--- src/hdl/chau_pkg.sv ---
// shared codes and types of the compacting handle allocator
`default_nettype none
package chau_pkg;
    // request codes
    localparam logic [2:0] REQ_ALLOC = 3'd0;
    localparam logic [2:0] REQ_FREE  = 3'd1;
    localparam logic [2:0] REQ_PIN   = 3'd2;
    localparam logic [2:0] REQ_UNPIN = 3'd3;
    localparam logic [2:0] REQ_QUERY = 3'd4;

    // status codes
    localparam logic [1:0] ST_OK       = 2'd0;
    localparam logic [1:0] ST_NOSPACE  = 2'd1;
    localparam logic [1:0] ST_NOHANDLE = 2'd2;
    localparam logic [1:0] ST_BADHANDLE = 2'd3;

    localparam logic [31:0] POOL_SIZE_RESET = 32'd65536;

    // status of the shared modulo unit
    typedef struct packed {
        logic busy;
        logic done;
    } chau_div_stat_t;
endpackage
`default_nettype wire

--- src/hdl/chau_mod_unit.sv ---
// shared bit-serial modulo unit, one dividend bit per cycle
`default_nettype none
module chau_mod_unit #(
    parameter int DW = 32
) (
    input  wire logic                    clk,
    input  wire logic                    rst_n,
    input  wire logic                    start,
    input  wire logic [DW-1:0]           dividend,
    input  wire logic [15:0]             divisor,
    output chau_pkg::chau_div_stat_t     stat,
    output logic [15:0]                  rem
);
    localparam int CW = $clog2(DW + 1);

    logic [DW-1:0] num_reg, num_next;
    logic [15:0]   den_reg, den_next;
    logic [16:0]   rem_reg, rem_next;
    logic [CW-1:0] cnt_reg, cnt_next;
    logic          busy_reg, busy_next;
    logic          done_reg, done_next;
    logic [16:0]   trial;

    // one restoring step per cycle
    always_comb
    begin
        num_next  = num_reg;
        den_next  = den_reg;
        rem_next  = rem_reg;
        cnt_next  = cnt_reg;
        busy_next = busy_reg;
        done_next = 1'b0;
        trial     = {rem_reg[15:0], num_reg[DW-1]};
        if (start)
        begin
            num_next  = dividend;
            den_next  = divisor;
            rem_next  = '0;
            cnt_next  = CW'(DW);
            busy_next = 1'b1;
        end
        else if (busy_reg)
        begin
            rem_next = (trial >= {1'b0, den_reg}) ? trial - {1'b0, den_reg} : trial;
            num_next = num_reg << 1;
            cnt_next = cnt_reg - 1'b1;
            if (cnt_reg == CW'(1))
            begin
                busy_next = 1'b0;
                done_next = 1'b1;
            end
        end
    end

    always_ff @(posedge clk or negedge rst_n)
    begin
        if (!rst_n)
        begin
            cnt_reg  <= '0;
            busy_reg <= 1'b0;
            done_reg <= 1'b0;
        end
        else
        begin
            cnt_reg  <= cnt_next;
            busy_reg <= busy_next;
            done_reg <= done_next;
        end
    end

    // operands
    always_ff @(posedge clk)
    begin
        num_reg <= num_next;
        den_reg <= den_next;
        rem_reg <= rem_next;
    end

    assign stat.busy = busy_reg;
    assign stat.done = done_reg;
    assign rem       = rem_reg[15:0];
endmodule
`default_nettype wire

--- src/hdl/compacting_handle_allocator_unit.sv ---
// Compacting handle allocator: request sequencer, entry table and result register.
// Usage: a request beat (req_type, handle, alloc_size, alignment) is taken when
// req_valid is high and req_stall is low. Each request gives one or more result
// beats on the res_* channel; the final one carries last. Compaction move records
// (is_move set) come before the final beat of an allocate that needed them.
// Free, pin, unpin, query, reserved-code and bad-handle results pass through the
// dispatch state and an entry or final state, which loads them into the output
// register and returns to idle for the next request beat. An allocate runs the
// bump pointer through the shared bit-serial modulo unit. A compaction walks the
// chain with one modulo pass per unpinned entry and steps over pinned entries; a
// walk set-up comes first and a retry with its second modulo pass comes last.
// One request is in flight at a time; req_stall is high until its final result is
// loaded into the output register.
// pool_size is written through pool_size_we / pool_size_data; the user writes it
// only while idle, as the block does not enforce it. Reset empties the table and
// the chain, refills the handle queue with all handles in order, clears the bump
// pointer and sets pool_size and the free count to 65536. While res_stall holds a
// beat, the sequencer waits before it produces the next one; no beat is dropped.
`default_nettype none
module compacting_handle_allocator_unit #(
    parameter int MAX_ENTRIES = 32,
    parameter int ADDR_BITS   = 32
) (
    input  wire logic        clk,
    input  wire logic        rst_n,
    input  wire logic        pool_size_we,
    input  wire logic [31:0] pool_size_data,
    input  wire logic        req_valid,
    output logic             req_stall,
    input  wire logic [2:0]  req_type,
    input  wire logic [4:0]  handle,
    input  wire logic [30:0] alloc_size,
    input  wire logic [15:0] alignment,
    output logic             res_valid,
    input  wire logic        res_stall,
    output logic [1:0]       status,
    output logic [4:0]       result_handle,
    output logic [31:0]      address,
    output logic [30:0]      byte_count,
    output logic [31:0]      free_bytes,
    output logic             is_move,
    output logic [31:0]      move_source,
    output logic [31:0]      move_dest,
    output logic             last
);
    localparam int AW = ADDR_BITS;
    localparam int HW = $clog2(MAX_ENTRIES);
    localparam int LW = $clog2(MAX_ENTRIES + 1);
    localparam int EW = (AW + 2 > 34) ? AW + 2 : 34;
    localparam logic [LW-1:0] NUL = LW'(MAX_ENTRIES);

    // sequencer states
    localparam logic [3:0] S_IDLE   = 4'd0;
    localparam logic [3:0] S_DISP   = 4'd1;
    localparam logic [3:0] S_ADIV   = 4'd2;
    localparam logic [3:0] S_ACALC  = 4'd3;
    localparam logic [3:0] S_ACHK   = 4'd4;
    localparam logic [3:0] S_AGRANT = 4'd5;
    localparam logic [3:0] S_ALINK  = 4'd6;
    localparam logic [3:0] S_CSTART = 4'd7;
    localparam logic [3:0] S_CENT   = 4'd8;
    localparam logic [3:0] S_CDIV   = 4'd9;
    localparam logic [3:0] S_CMOVE  = 4'd10;
    localparam logic [3:0] S_CWR    = 4'd11;
    localparam logic [3:0] S_CNEXT  = 4'd12;
    localparam logic [3:0] S_RETRY  = 4'd13;
    localparam logic [3:0] S_ENTRY  = 4'd14;
    localparam logic [3:0] S_FINAL  = 4'd15;

    // entry tables
    logic [AW-1:0] t_addr  [MAX_ENTRIES];
    logic [30:0]   t_size  [MAX_ENTRIES];
    logic [15:0]   t_align [MAX_ENTRIES];
    logic [15:0]   t_pad   [MAX_ENTRIES];
    logic [LW-1:0] t_prev  [MAX_ENTRIES];
    logic [LW-1:0] t_next  [MAX_ENTRIES];
    logic [HW-1:0] queue_reg [MAX_ENTRIES];
    logic [MAX_ENTRIES-1:0] valid_reg, valid_next;
    logic [MAX_ENTRIES-1:0] pinned_reg, pinned_next;

    logic [3:0]    state_reg, state_next;
    logic [31:0]   pool_size_reg;
    logic [2:0]    req_reg, req_next;
    logic [4:0]    hd_reg, hd_next;
    logic [30:0]   size_reg, size_next;
    logic [15:0]   align_reg, align_next;
    logic [15:0]   ralign_reg, ralign_next;
    logic [HW-1:0] idx_reg, idx_next;
    logic [LW-1:0] head_reg, head_next, tail_reg, tail_next;
    logic [AW-1:0] bump_reg, bump_next;
    logic [31:0]   fs_reg, fs_next;
    logic [HW-1:0] qhead_reg, qhead_next, qtail_reg, qtail_next;
    logic [LW-1:0] qcount_reg, qcount_next;
    logic [15:0]   pad_reg, pad_next;
    logic [EW-1:0] start_reg, start_next;
    logic [AW-1:0] end_reg, end_next;
    logic [AW-1:0] p_reg, p_next;
    logic [AW-1:0] dst_reg, dst_next;
    logic [LW-1:0] steps_reg, steps_next;
    logic          comp_reg, comp_next;
    logic [1:0]    fin_st_reg, fin_st_next;

    // table write strobes
    logic          full_we, pos_we, prev_we, next_we, q_we;
    logic [HW-1:0] ent_wa, prev_wa, next_wa;
    logic [AW-1:0] addr_wd;
    logic [15:0]   pad_wd;
    logic [LW-1:0] prev_wd, next_wd;

    // result strobe
    logic          emit;
    logic [1:0]    e_status;
    logic [4:0]    e_handle;
    logic [AW-1:0] e_addr, e_src, e_dst;
    logic [30:0]   e_bytes;
    logic          e_move, e_last;
    logic          out_free;

    // modulo unit
    logic                     div_start;
    logic [AW-1:0]            div_num;
    logic [15:0]              div_den;
    chau_pkg::chau_div_stat_t div_stat;
    logic [15:0]              div_rem;
    logic [15:0]              pad_calc;

    // scratch
    logic [EW-1:0] end_w;
    logic          too_big;
    logic [32:0]   back_w;
    logic [31:0]   used_w;
    logic [HW-1:0] hd_idx, gh, nidx, pidx;
    logic [LW-1:0] pl, nl;

    chau_mod_unit #(.DW(AW)) u_mod (
        .clk      (clk),
        .rst_n    (rst_n),
        .start    (div_start),
        .dividend (div_num),
        .divisor  (div_den),
        .stat     (div_stat),
        .rem      (div_rem)
    );

    assign out_free  = !res_valid || !res_stall;
    assign req_stall = (state_reg != S_IDLE);
    assign pad_calc  = (div_rem == 16'd0) ? 16'd0 : align_reg - div_rem;
    assign hd_idx    = HW'(hd_reg);
    assign gh        = queue_reg[qhead_reg];
    assign pl        = t_prev[idx_reg];
    assign nl        = t_next[idx_reg];
    assign pidx      = HW'(pl);
    assign nidx      = HW'(nl);
    assign end_w     = EW'(start_reg) + EW'(size_reg);
    assign too_big   = (end_w >= EW'(pool_size_reg)) || ((end_w >> AW) != '0);
    assign back_w    = 33'(fs_reg) + 33'(t_size[idx_reg]) + 33'(t_pad[idx_reg]);
    assign used_w    = 32'(pad_reg) + 32'(size_reg);

    // sequencer
    always_comb
    begin
        state_next  = state_reg;
        req_next    = req_reg;
        hd_next     = hd_reg;
        size_next   = size_reg;
        align_next  = align_reg;
        ralign_next = ralign_reg;
        idx_next    = idx_reg;
        head_next   = head_reg;
        tail_next   = tail_reg;
        bump_next   = bump_reg;
        fs_next     = fs_reg;
        qhead_next  = qhead_reg;
        qtail_next  = qtail_reg;
        qcount_next = qcount_reg;
        pad_next    = pad_reg;
        start_next  = start_reg;
        end_next    = end_reg;
        p_next      = p_reg;
        dst_next    = dst_reg;
        steps_next  = steps_reg;
        comp_next   = comp_reg;
        fin_st_next = fin_st_reg;
        valid_next  = valid_reg;
        pinned_next = pinned_reg;
        full_we = 1'b0; pos_we = 1'b0; prev_we = 1'b0; next_we = 1'b0; q_we = 1'b0;
        ent_wa  = idx_reg; prev_wa = idx_reg; next_wa = idx_reg;
        addr_wd = '0; pad_wd = '0; prev_wd = NUL; next_wd = NUL;
        emit = 1'b0; e_status = chau_pkg::ST_OK; e_handle = '0; e_addr = '0;
        e_bytes = '0; e_move = 1'b0; e_src = '0; e_dst = '0; e_last = 1'b1;
        div_start = 1'b0; div_num = bump_reg; div_den = align_reg;

        case (state_reg)
            S_IDLE:
            begin
                if (req_valid)
                begin
                    req_next    = req_type;
                    hd_next     = handle;
                    size_next   = alloc_size;
                    align_next  = (alignment == 16'd0) ? 16'd1 : alignment;
                    ralign_next = (alignment == 16'd0) ? 16'd1 : alignment;
                    idx_next    = HW'(handle);
                    comp_next   = 1'b0;
                    state_next  = S_DISP;
                end
            end
            S_DISP:
            begin
                if (req_reg == chau_pkg::REQ_ALLOC)
                begin
                    div_start  = 1'b1;
                    state_next = S_ADIV;
                end
                else if (req_reg > chau_pkg::REQ_QUERY)
                begin
                    fin_st_next = chau_pkg::ST_OK;
                    state_next  = S_FINAL;
                end
                else if (!((32'(hd_reg) < MAX_ENTRIES) && valid_reg[hd_idx]))
                begin
                    fin_st_next = chau_pkg::ST_BADHANDLE;
                    state_next  = S_FINAL;
                end
                else
                begin
                    state_next = S_ENTRY;
                end
            end
            S_ADIV:
            begin
                if (div_stat.done)
                begin
                    pad_next   = pad_calc;
                    state_next = S_ACALC;
                end
            end
            S_ACALC:
            begin
                start_next = EW'(bump_reg) + EW'(pad_reg);
                state_next = S_ACHK;
            end
            S_ACHK:
            begin
                end_next = AW'(end_w);
                if (!too_big)
                    state_next = S_AGRANT;
                else if (comp_reg)
                begin
                    fin_st_next = chau_pkg::ST_NOSPACE;
                    state_next  = S_FINAL;
                end
                else
                    state_next = S_CSTART;
            end
            S_AGRANT:
            begin
                if (qcount_reg == '0)
                begin
                    fin_st_next = chau_pkg::ST_NOHANDLE;
                    state_next  = S_FINAL;
                end
                else
                begin
                    // fill the new entry and pop its handle
                    full_we = 1'b1; ent_wa = gh;
                    addr_wd = AW'(start_reg); pad_wd = pad_reg;
                    prev_we = 1'b1; prev_wa = gh; prev_wd = tail_reg;
                    next_we = 1'b1; next_wa = gh; next_wd = NUL;
                    valid_next[gh]  = 1'b1;
                    pinned_next[gh] = 1'b0;
                    idx_next    = gh;
                    qhead_next  = (qhead_reg == HW'(MAX_ENTRIES - 1)) ? '0 : qhead_reg + 1'b1;
                    qcount_next = qcount_reg - 1'b1;
                    state_next  = S_ALINK;
                end
            end
            S_ALINK:
            begin
                if (out_free)
                begin
                    if (tail_reg != NUL)
                    begin
                        next_we = 1'b1; next_wa = HW'(tail_reg); next_wd = LW'(idx_reg);
                    end
                    else
                        head_next = LW'(idx_reg);
                    tail_next = LW'(idx_reg);
                    bump_next = end_reg;
                    fs_next   = (used_w >= fs_reg) ? 32'd0 : fs_reg - used_w;
                    emit = 1'b1; e_handle = 5'(idx_reg);
                    e_addr = AW'(start_reg); e_bytes = size_reg;
                    state_next = S_IDLE;
                end
            end
            S_CSTART:
            begin
                p_next     = '0;
                steps_next = '0;
                if (head_reg == NUL)
                begin
                    bump_next  = '0;
                    state_next = S_RETRY;
                end
                else
                begin
                    idx_next   = HW'(head_reg);
                    state_next = S_CENT;
                end
            end
            S_CENT:
            begin
                if (pinned_reg[idx_reg])
                begin
                    p_next     = t_addr[idx_reg] + AW'(t_size[idx_reg]);
                    state_next = S_CNEXT;
                end
                else
                begin
                    div_start  = 1'b1;
                    div_num    = p_reg;
                    div_den    = t_align[idx_reg];
                    align_next = t_align[idx_reg];
                    state_next = S_CDIV;
                end
            end
            S_CDIV:
            begin
                if (div_stat.done)
                begin
                    pad_next   = pad_calc;
                    state_next = S_CMOVE;
                end
            end
            S_CMOVE:
            begin
                dst_next   = p_reg + AW'(pad_reg);
                state_next = S_CWR;
            end
            S_CWR:
            begin
                if (out_free || (dst_reg == t_addr[idx_reg]))
                begin
                    pos_we  = 1'b1;
                    addr_wd = dst_reg;
                    pad_wd  = pad_reg;
                    p_next  = dst_reg + AW'(t_size[idx_reg]);
                    if (dst_reg != t_addr[idx_reg])
                    begin
                        emit = 1'b1; e_handle = 5'(idx_reg); e_addr = dst_reg;
                        e_bytes = t_size[idx_reg]; e_move = 1'b1;
                        e_src = t_addr[idx_reg]; e_dst = dst_reg; e_last = 1'b0;
                    end
                    state_next = S_CNEXT;
                end
            end
            S_CNEXT:
            begin
                steps_next = steps_reg + 1'b1;
                if ((nl == NUL) || (steps_reg == LW'(MAX_ENTRIES - 1)))
                begin
                    bump_next  = p_reg;
                    state_next = S_RETRY;
                end
                else
                begin
                    idx_next   = nidx;
                    state_next = S_CENT;
                end
            end
            S_RETRY:
            begin
                // back to the request alignment for the second try
                align_next = ralign_reg;
                div_den    = ralign_reg;
                comp_next  = 1'b1;
                state_next = S_ADIV;
                div_start  = 1'b1;
            end
            S_ENTRY:
            begin
                if (out_free)
                begin
                    if (req_reg == chau_pkg::REQ_FREE)
                    begin
                        // unlink and return the handle
                        if (pl != NUL)
                        begin
                            next_we = 1'b1; next_wa = pidx; next_wd = nl;
                        end
                        else
                            head_next = nl;
                        if (nl != NUL)
                        begin
                            prev_we = 1'b1; prev_wa = nidx; prev_wd = pl;
                        end
                        else
                            tail_next = pl;
                        valid_next[idx_reg]  = 1'b0;
                        pinned_next[idx_reg] = 1'b0;
                        q_we       = 1'b1;
                        qtail_next = (qtail_reg == HW'(MAX_ENTRIES - 1)) ? '0 : qtail_reg + 1'b1;
                        if (qcount_reg < LW'(MAX_ENTRIES))
                            qcount_next = qcount_reg + 1'b1;
                        fs_next = back_w[32] ? 32'hFFFF_FFFF : back_w[31:0];
                    end
                    else if (req_reg == chau_pkg::REQ_PIN)
                        pinned_next[idx_reg] = 1'b1;
                    else if (req_reg == chau_pkg::REQ_UNPIN)
                        pinned_next[idx_reg] = 1'b0;
                    emit = 1'b1; e_handle = hd_reg;
                    e_addr = t_addr[idx_reg]; e_bytes = t_size[idx_reg];
                    state_next = S_IDLE;
                end
            end
            S_FINAL:
            begin
                if (out_free)
                begin
                    emit = 1'b1; e_status = fin_st_reg;
                    e_handle = (fin_st_reg == chau_pkg::ST_BADHANDLE) ? hd_reg : 5'd0;
                    state_next = S_IDLE;
                end
            end
            default:
            begin
                state_next = S_IDLE;
            end
        endcase
    end

    // control registers
    always_ff @(posedge clk or negedge rst_n)
    begin
        if (!rst_n)
        begin
            state_reg     <= S_IDLE;
            pool_size_reg <= chau_pkg::POOL_SIZE_RESET;
            head_reg      <= NUL;
            tail_reg      <= NUL;
            bump_reg      <= '0;
            fs_reg        <= chau_pkg::POOL_SIZE_RESET;
            qhead_reg     <= '0;
            qtail_reg     <= '0;
            qcount_reg    <= LW'(MAX_ENTRIES);
            valid_reg     <= '0;
            pinned_reg    <= '0;
            comp_reg      <= 1'b0;
            res_valid     <= 1'b0;
            for (int i = 0; i < MAX_ENTRIES; i++)
                queue_reg[i] <= HW'(i);
        end
        else
        begin
            state_reg  <= state_next;
            head_reg   <= head_next;
            tail_reg   <= tail_next;
            bump_reg   <= bump_next;
            fs_reg     <= fs_next;
            qhead_reg  <= qhead_next;
            qtail_reg  <= qtail_next;
            qcount_reg <= qcount_next;
            valid_reg  <= valid_next;
            pinned_reg <= pinned_next;
            comp_reg   <= comp_next;
            if (pool_size_we)
                pool_size_reg <= pool_size_data;
            if (q_we)
                queue_reg[qtail_reg] <= hd_idx;
            if (emit)
                res_valid <= 1'b1;
            else if (!res_stall)
                res_valid <= 1'b0;
        end
    end

    // working registers and entry tables
    always_ff @(posedge clk)
    begin
        req_reg    <= req_next;
        hd_reg     <= hd_next;
        size_reg   <= size_next;
        align_reg  <= align_next;
        ralign_reg <= ralign_next;
        idx_reg    <= idx_next;
        pad_reg    <= pad_next;
        start_reg  <= start_next;
        end_reg    <= end_next;
        p_reg      <= p_next;
        dst_reg    <= dst_next;
        steps_reg  <= steps_next;
        fin_st_reg <= fin_st_next;
        if (full_we || pos_we)
        begin
            t_addr[ent_wa] <= addr_wd;
            t_pad[ent_wa]  <= pad_wd;
        end
        if (full_we)
        begin
            t_size[ent_wa]  <= size_reg;
            t_align[ent_wa] <= align_reg;
        end
        if (prev_we)
            t_prev[prev_wa] <= prev_wd;
        if (next_we)
            t_next[next_wa] <= next_wd;
    end

    // result payload
    always_ff @(posedge clk)
    begin
        if (emit)
        begin
            status        <= e_status;
            result_handle <= e_handle;
            address       <= 32'(e_addr);
            byte_count    <= e_bytes;
            free_bytes    <= fs_next;
            is_move       <= e_move;
            move_source   <= 32'(e_src);
            move_dest     <= 32'(e_dst);
            last          <= e_last;
        end
    end
endmodule
`default_nettype wire

--- config.mk ---
export PLATFORM = sky130hd
export DESIGN_NAME = compacting_handle_allocator_unit
export DESIGN_NICKNAME = d
export VERILOG_FILES = /design/src/hdl/chau_pkg.sv /design/src/hdl/chau_mod_unit.sv /design/src/hdl/compacting_handle_allocator_unit.sv
export SDC_FILE = /design/constraint.sdc
export NUM_CORES = 2
export LEC_CHECK = 0
export BUFFER_PORTS_ARGS = -buffer_cell sky130_fd_sc_hd__buf_2
export CAP_MARGIN = 15
export CORE_MARGIN = 5
export CORE_UTILIZATION = 45
export DETAILED_ROUTE_END_ITERATION = 16
export GPL_ROUTABILITY_DRIVEN = 0
export PLACE_DENSITY = 0.58
export SLEW_MARGIN = 25
export SYNTH_ARGS = -nofsm -noshare
export SYNTH_HDL_FRONTEND = slang
export SYNTH_SLANG_ARGS = --single-unit
export TNS_END_PERCENT = 50
--- constraint.sdc ---
create_clock -name clk -period 18.4 [get_ports clk]
set_input_delay 0 -clock clk [delete_from_list [all_inputs] [get_ports clk]]
set_output_delay 0 -clock clk [all_outputs]
set_load 0.02 [all_outputs]
Word level (Yosys, flattened, before mapping)
Memories as Yosys holds them, arrays and structs flattened. A register that Yosys moved wholly into a read port is not among the register bits.
Index checks and enable logic that the tools add are counted.
- add/subtract/negate cells: 17
- $lt $le $gt $ge: 13
- eq/ne operators: 55
- muxes and demuxes: 189
- bitwise gates (word level): 10
- reductions and logical operators: 48
- operator list (cell ; number):
    $mux W32 ; 28
    $pmux W32 S3 ; 3
    $pmux W32 S2 ; 4
    $bwmux W160 ; 1
    $mux W5 ; 30
    $mux W6 ; 24
    $mux W31 ; 4
    $and A32 B32 Y32 ; 3
    $mux W16 ; 6
    $pmux W31 S3 ; 1
    $pmux W6 S2 ; 6
    $add A32 B31 Y32 ; 2
    $not A32 Y32 ; 2
    $or A32 B32 Y32 ; 2
    $pmux W16 S2 ; 2
    $pmux W4 S14 ; 1
    $pmux W16 S3 ; 1
    $mux W1 ; 44
    $pmux W5 S4 ; 2
    $ne A2 B2 Y1 const B ; 19
    $mux W4 ; 9
    $add A34 B31 Y34 ; 1
    $ge A34 B32 Y1 ; 1
    $reduce_bool A34 Y1 ; 1
    65 further kinds ; 135
- register bits after elaboration: 824
- bits in writable memories: 3424
- word-level logic and storage cells: 411
- memories kept: 6
- memories (memory ; words ; bits a word ; rd ports ; clocked after Yosys merged registers in ; wr ports ; RTL line ; text):
    t_addr ; 32 ; 32 ; 1 ; 1 ; 1 ; compacting_handle_allocator_unit.sv:71 ; logic [AW-1:0] t_addr [MAX_ENTRIES];
    t_size ; 32 ; 31 ; 1 ; 1 ; 1 ; compacting_handle_allocator_unit.sv:72 ; logic [30:0] t_size [MAX_ENTRIES];
    t_align ; 32 ; 16 ; 1 ; 1 ; 1 ; compacting_handle_allocator_unit.sv:73 ; logic [15:0] t_align [MAX_ENTRIES];
    t_pad ; 32 ; 16 ; 1 ; 1 ; 1 ; compacting_handle_allocator_unit.sv:74 ; logic [15:0] t_pad [MAX_ENTRIES];
    t_next ; 32 ; 6 ; 1 ; 1 ; 1 ; compacting_handle_allocator_unit.sv:76 ; logic [LW-1:0] t_next [MAX_ENTRIES];
    t_prev ; 32 ; 6 ; 1 ; 1 ; 1 ; compacting_handle_allocator_unit.sv:75 ; logic [LW-1:0] t_prev [MAX_ENTRIES];

Longest topological paths before layout
- word-level depth: 12
- depth in mapped cells: 28

Cells and area by module
A second synthesis with hierarchy kept.
- cell total of the unflattened synthesis: 9983
- area total of the unflattened synthesis: 180031.4 sq um
- by module, submodules not included (module ; instances ; cells each ; area an instance (sq um) ; sequential area each (sq um)):
    compacting_handle_allocator_unit ; 1 ; 9644 ; 176121.4 ; 123805.0
    chau_mod_unit ; 1 ; 339 ; 3910.0 ; 1961.9

Worst setup path after synthesis
OpenSTA, ideal clock, no wires.
- path type: register to register
- start: register with a tool-made name
- end: register address[0], enable pin
- setup time: 901 ps
- arrival time: 13911 ps
- required time: 17499 ps
- setup slack: 3588 ps
- stages on the path, launching flop included: 15
- path buffers: 5
- clock period less this slack: 14812 ps
- cell sequence: dfxtp_1 buf_6 buf_6 buf_6 buf_6 buf_4 mux4_2 a32oi_1 o211ai_1 xnor2_1 o2111ai_1 nor4_2 nand2_1 a21oi_1 nor3_1
- RTL lines (element ; RTL line ; text):
    end signal, assigned ; compacting_handle_allocator_unit.sv:516 ; address <= 32'(e_addr);
    end, declared ; compacting_handle_allocator_unit.sv:38 ; output logic [31:0] address,

==> run metrics <==
global-route wire length before repair=roughly 780 mm; first-pass iteration count of the detailed router=7; most frequent cells in the layout=3869 x edfxtp_1, 1044 x mux4_2, 487 x nor2_1, 444 x clkbuf_16, 435 x nand2_1; Die W=around 640 um; Max-Cap Viols=0; largest net degree at the start of global routing=119; IO Pins=about 260; total gr overflow=0; peak fanout along the critical path=71; Iter 0 DRT Violations=between 10000 and 15000; port bufs=around 260; area leader, netlist=edfxtp_1; WS Path Type=reg2reg; # DRC=0; Num CTS Buffers=about 440; Max Clock Freq=about 110 MHz; crit path DAT=between 9000 and 10000 ps; Initial Util=between 40% and 50%; Async S/R FF share, synth=approximately 8.5%; Power Density=approximately 94 mW/mm^2; Max Buffers Root-to-Sink=4; Post-synth EDFFs=between 3000 and 4000; period utilisation layout=between 50 and 60%; Core Rows=231; fillers=31400; DIE AREA=0.410 sq mm; FF+latch area=roughly 0.13 sq mm; WL final=about 560 mm; clk sinks=around 4300; largest registers=t_addr x1024, t_size x992; dpl hpwl=approximately 350 mm; min Tclk post-route=around 9200 ps; H-tree Lvls=5; final setup fails=0; area fraction of the dominant cell type after synthesis=65.0%; Max stage delay cell, worst path=buf_4; mapped cell area=0.179 sq mm; Gate Count Post-Synth=roughly 9800; Final Net Count=between 10000 and 15000; outcome=finished clean; Final Hold Fails=0; CP required=19130 ps; maximum VDD drop=between 0.00007 and 0.00008 V; initial antenna violation count=45; Area growth syn-to-layout=14.4%; Hold Slack=roughly 76 ps; Slew HR=between 20% and 30%; CP startpoint kind=flop; count of distinct cell types in the synthesized netlist=94; RSZ-0062 raised after global routing=no; CP cell instances=buf_12, buf_4, mux4_2, mux4_2, mux2i_1, inv_1, fa_1, ha_1, a211oi_1, o21ai_0, a41oi_1, o31ai_1, o21ai_0, o2111ai_1, a41oi_2, buf_4, a21oi_1, a221o_1; layout cells sized above 1=between 20% and 30%; clock-pin transition on the worst setup and hold timing paths=about 70 ps; CTS tree=done; flip-flop count of the largest register after layout=slightly above 1000; fin cells=around 16000; Multi-input gate area=approximately 0.05 sq mm; vias in the first global route=101000; CP peak stage delay=a little over 800 ps; cell family with most CP delay=compound AO/OA/AOI/OAI gates; core box area=approximately 0.40 sq mm; Buf/Inv on CP=4; synth warn=0; Critical Path End Type=flop; Hold Crit Class=in2reg; Syn Area/Cell=18.2 sq um; vias per cell=around 6.3; Static Leak=65.0 nW; prevailing post-synth register cell=edfxtp_1; Clock Skew=roughly 71 ps; top cells by area, synth=edfxtp_1 65%, mux4_2 13%, dfrtp_1 3.9%; cts repair resizes=0; cell total after placement=around 15000; syn_nets=just over 10000; sequential area share after synthesis=70.4%; Avg WL per Cell=roughly 34 um; Via Count=slightly above 100k; slew at the pin closest to its max-slew limit=1120 ps; Yosys reg bits=about 4300; Setup Buffers After CTS=0; die height=640 um; Total GRT Usage=between 20% and 30%; largest register by flop count=t_addr; fin util=roughly 52%; CTS Hold Buffers Added=243; commonest non-fill, non-tap cell in the layout=edfxtp_1; Slew Viols, Final=0; CTS Root Cell=clkbuf_16; setup_tns=0 ps; clk_lat worst skew=~1000 ps; antenna viol nets, final=0
==> path summary, 6_finish.rpt <==
path / from / end / slack [ps] / cells after the start
max in group asynchronous: rst_n / u_mod.done_reg / 16020 / 5
setup / recovery: flop / free_bytes[6] / 9160 / 18
hold / removal: handle[4] / idx_reg[4] / 80 / 4
min in group asynchronous: rst_n / queue_reg[110] / 470 / 3
setup reg to reg: flop / free_bytes[6] / 9160 / 18
hold reg to reg: tail_reg[5] / tail_reg[5] / 490 / 2
==> metal layers <==
metal | GRT usage [%] | vias to the layer above | routed length (um)
met3 | 4.43 | 951 | 49000
met2 | 41.7 | 5418 | 259000
met4 | 12.4 | 4 | 30900
met5 | 0 | - | 27
met1 | 37.6 | 54200 | 221000
li1 | - | 41400 | -
==> per-stage QoR <==
step | setup slack [ps] | power, mW | instance area (sq um)
floorplan | 3590 | 10.6 | 179000
global placement | 9320 | 10.7 | 188000
detailed placement | 9350 | 10.7 | 188000
CTS | 9340 | 19.4 | 204000
global route | 8680 | 19.8 | 204000
finish | 9160 | 19.2 | 204000
==> tightest hold or removal path, cell delays in order <==
cell and delay, ps:
dlygate4sd3_1 530, buf_2 150, nor2_1 130, a31oi_1 70
==> logic make-up after synthesis <==
logic type / Yosys count / synth area share (%)
AO/OA/AOI/OAI: 1400 / 5.17
XOR/XNOR: 240 / 1.18
adder cells (fa/ha/maj): 291 / 2.15
buffers and inverters: 673 / 1.64
flip-flops: 4252 / 70.4
multiplexers: 1425 / 15.4
AND/OR/NAND/NOR: 1551 / 4.03
==> cells in the mapped netlist, drive strengths merged, types with 33 or more instances <==
cell type  count
and2          83
edfxtp      3869
nand2        439
buf          220
mux4        1044
nand2b        43
dfstp         85
a22oi        105
o21ai        342
a211o         43
nand4         34
a211oi        55
a21o         135
mux2         192
nand3         82
nor3         110
a21oi        325
clkbuf       265
a221o         39
a22o          59
xor2         117
nor2         530
mux2i        189
nor2b         53
dfrtp        277
and3          63
o211ai        36
ha           265
xnor2        123
inv          186
o31ai         33
==> area by class of cell <==
cell class                 instances  share of cell area (%)
antenna                           15                  0.0184
clock buffer                     587                    5.81
clock inverter                   216                    1.02
inverter                         186                   0.347
multi-input combinational       4907                    24.9
sequential                      4252                    61.5
tap                             5242                    3.21
timing repair buffer             849                    3.20
==> where the power goes <==
| group | switching, mW | internal, mW | leakage [nW] |
|---|---|---|---|
| Combinational | 0.0582 | 0.0559 | 22.3 |
| Clock | 3.74 | 4.99 | 6.83 |
| Sequential | 0.00189 | 10.4 | 35.9 |
| Total | 3.80 | 15.4 | 65.0 |
Power figures use the tool's default switching activity.
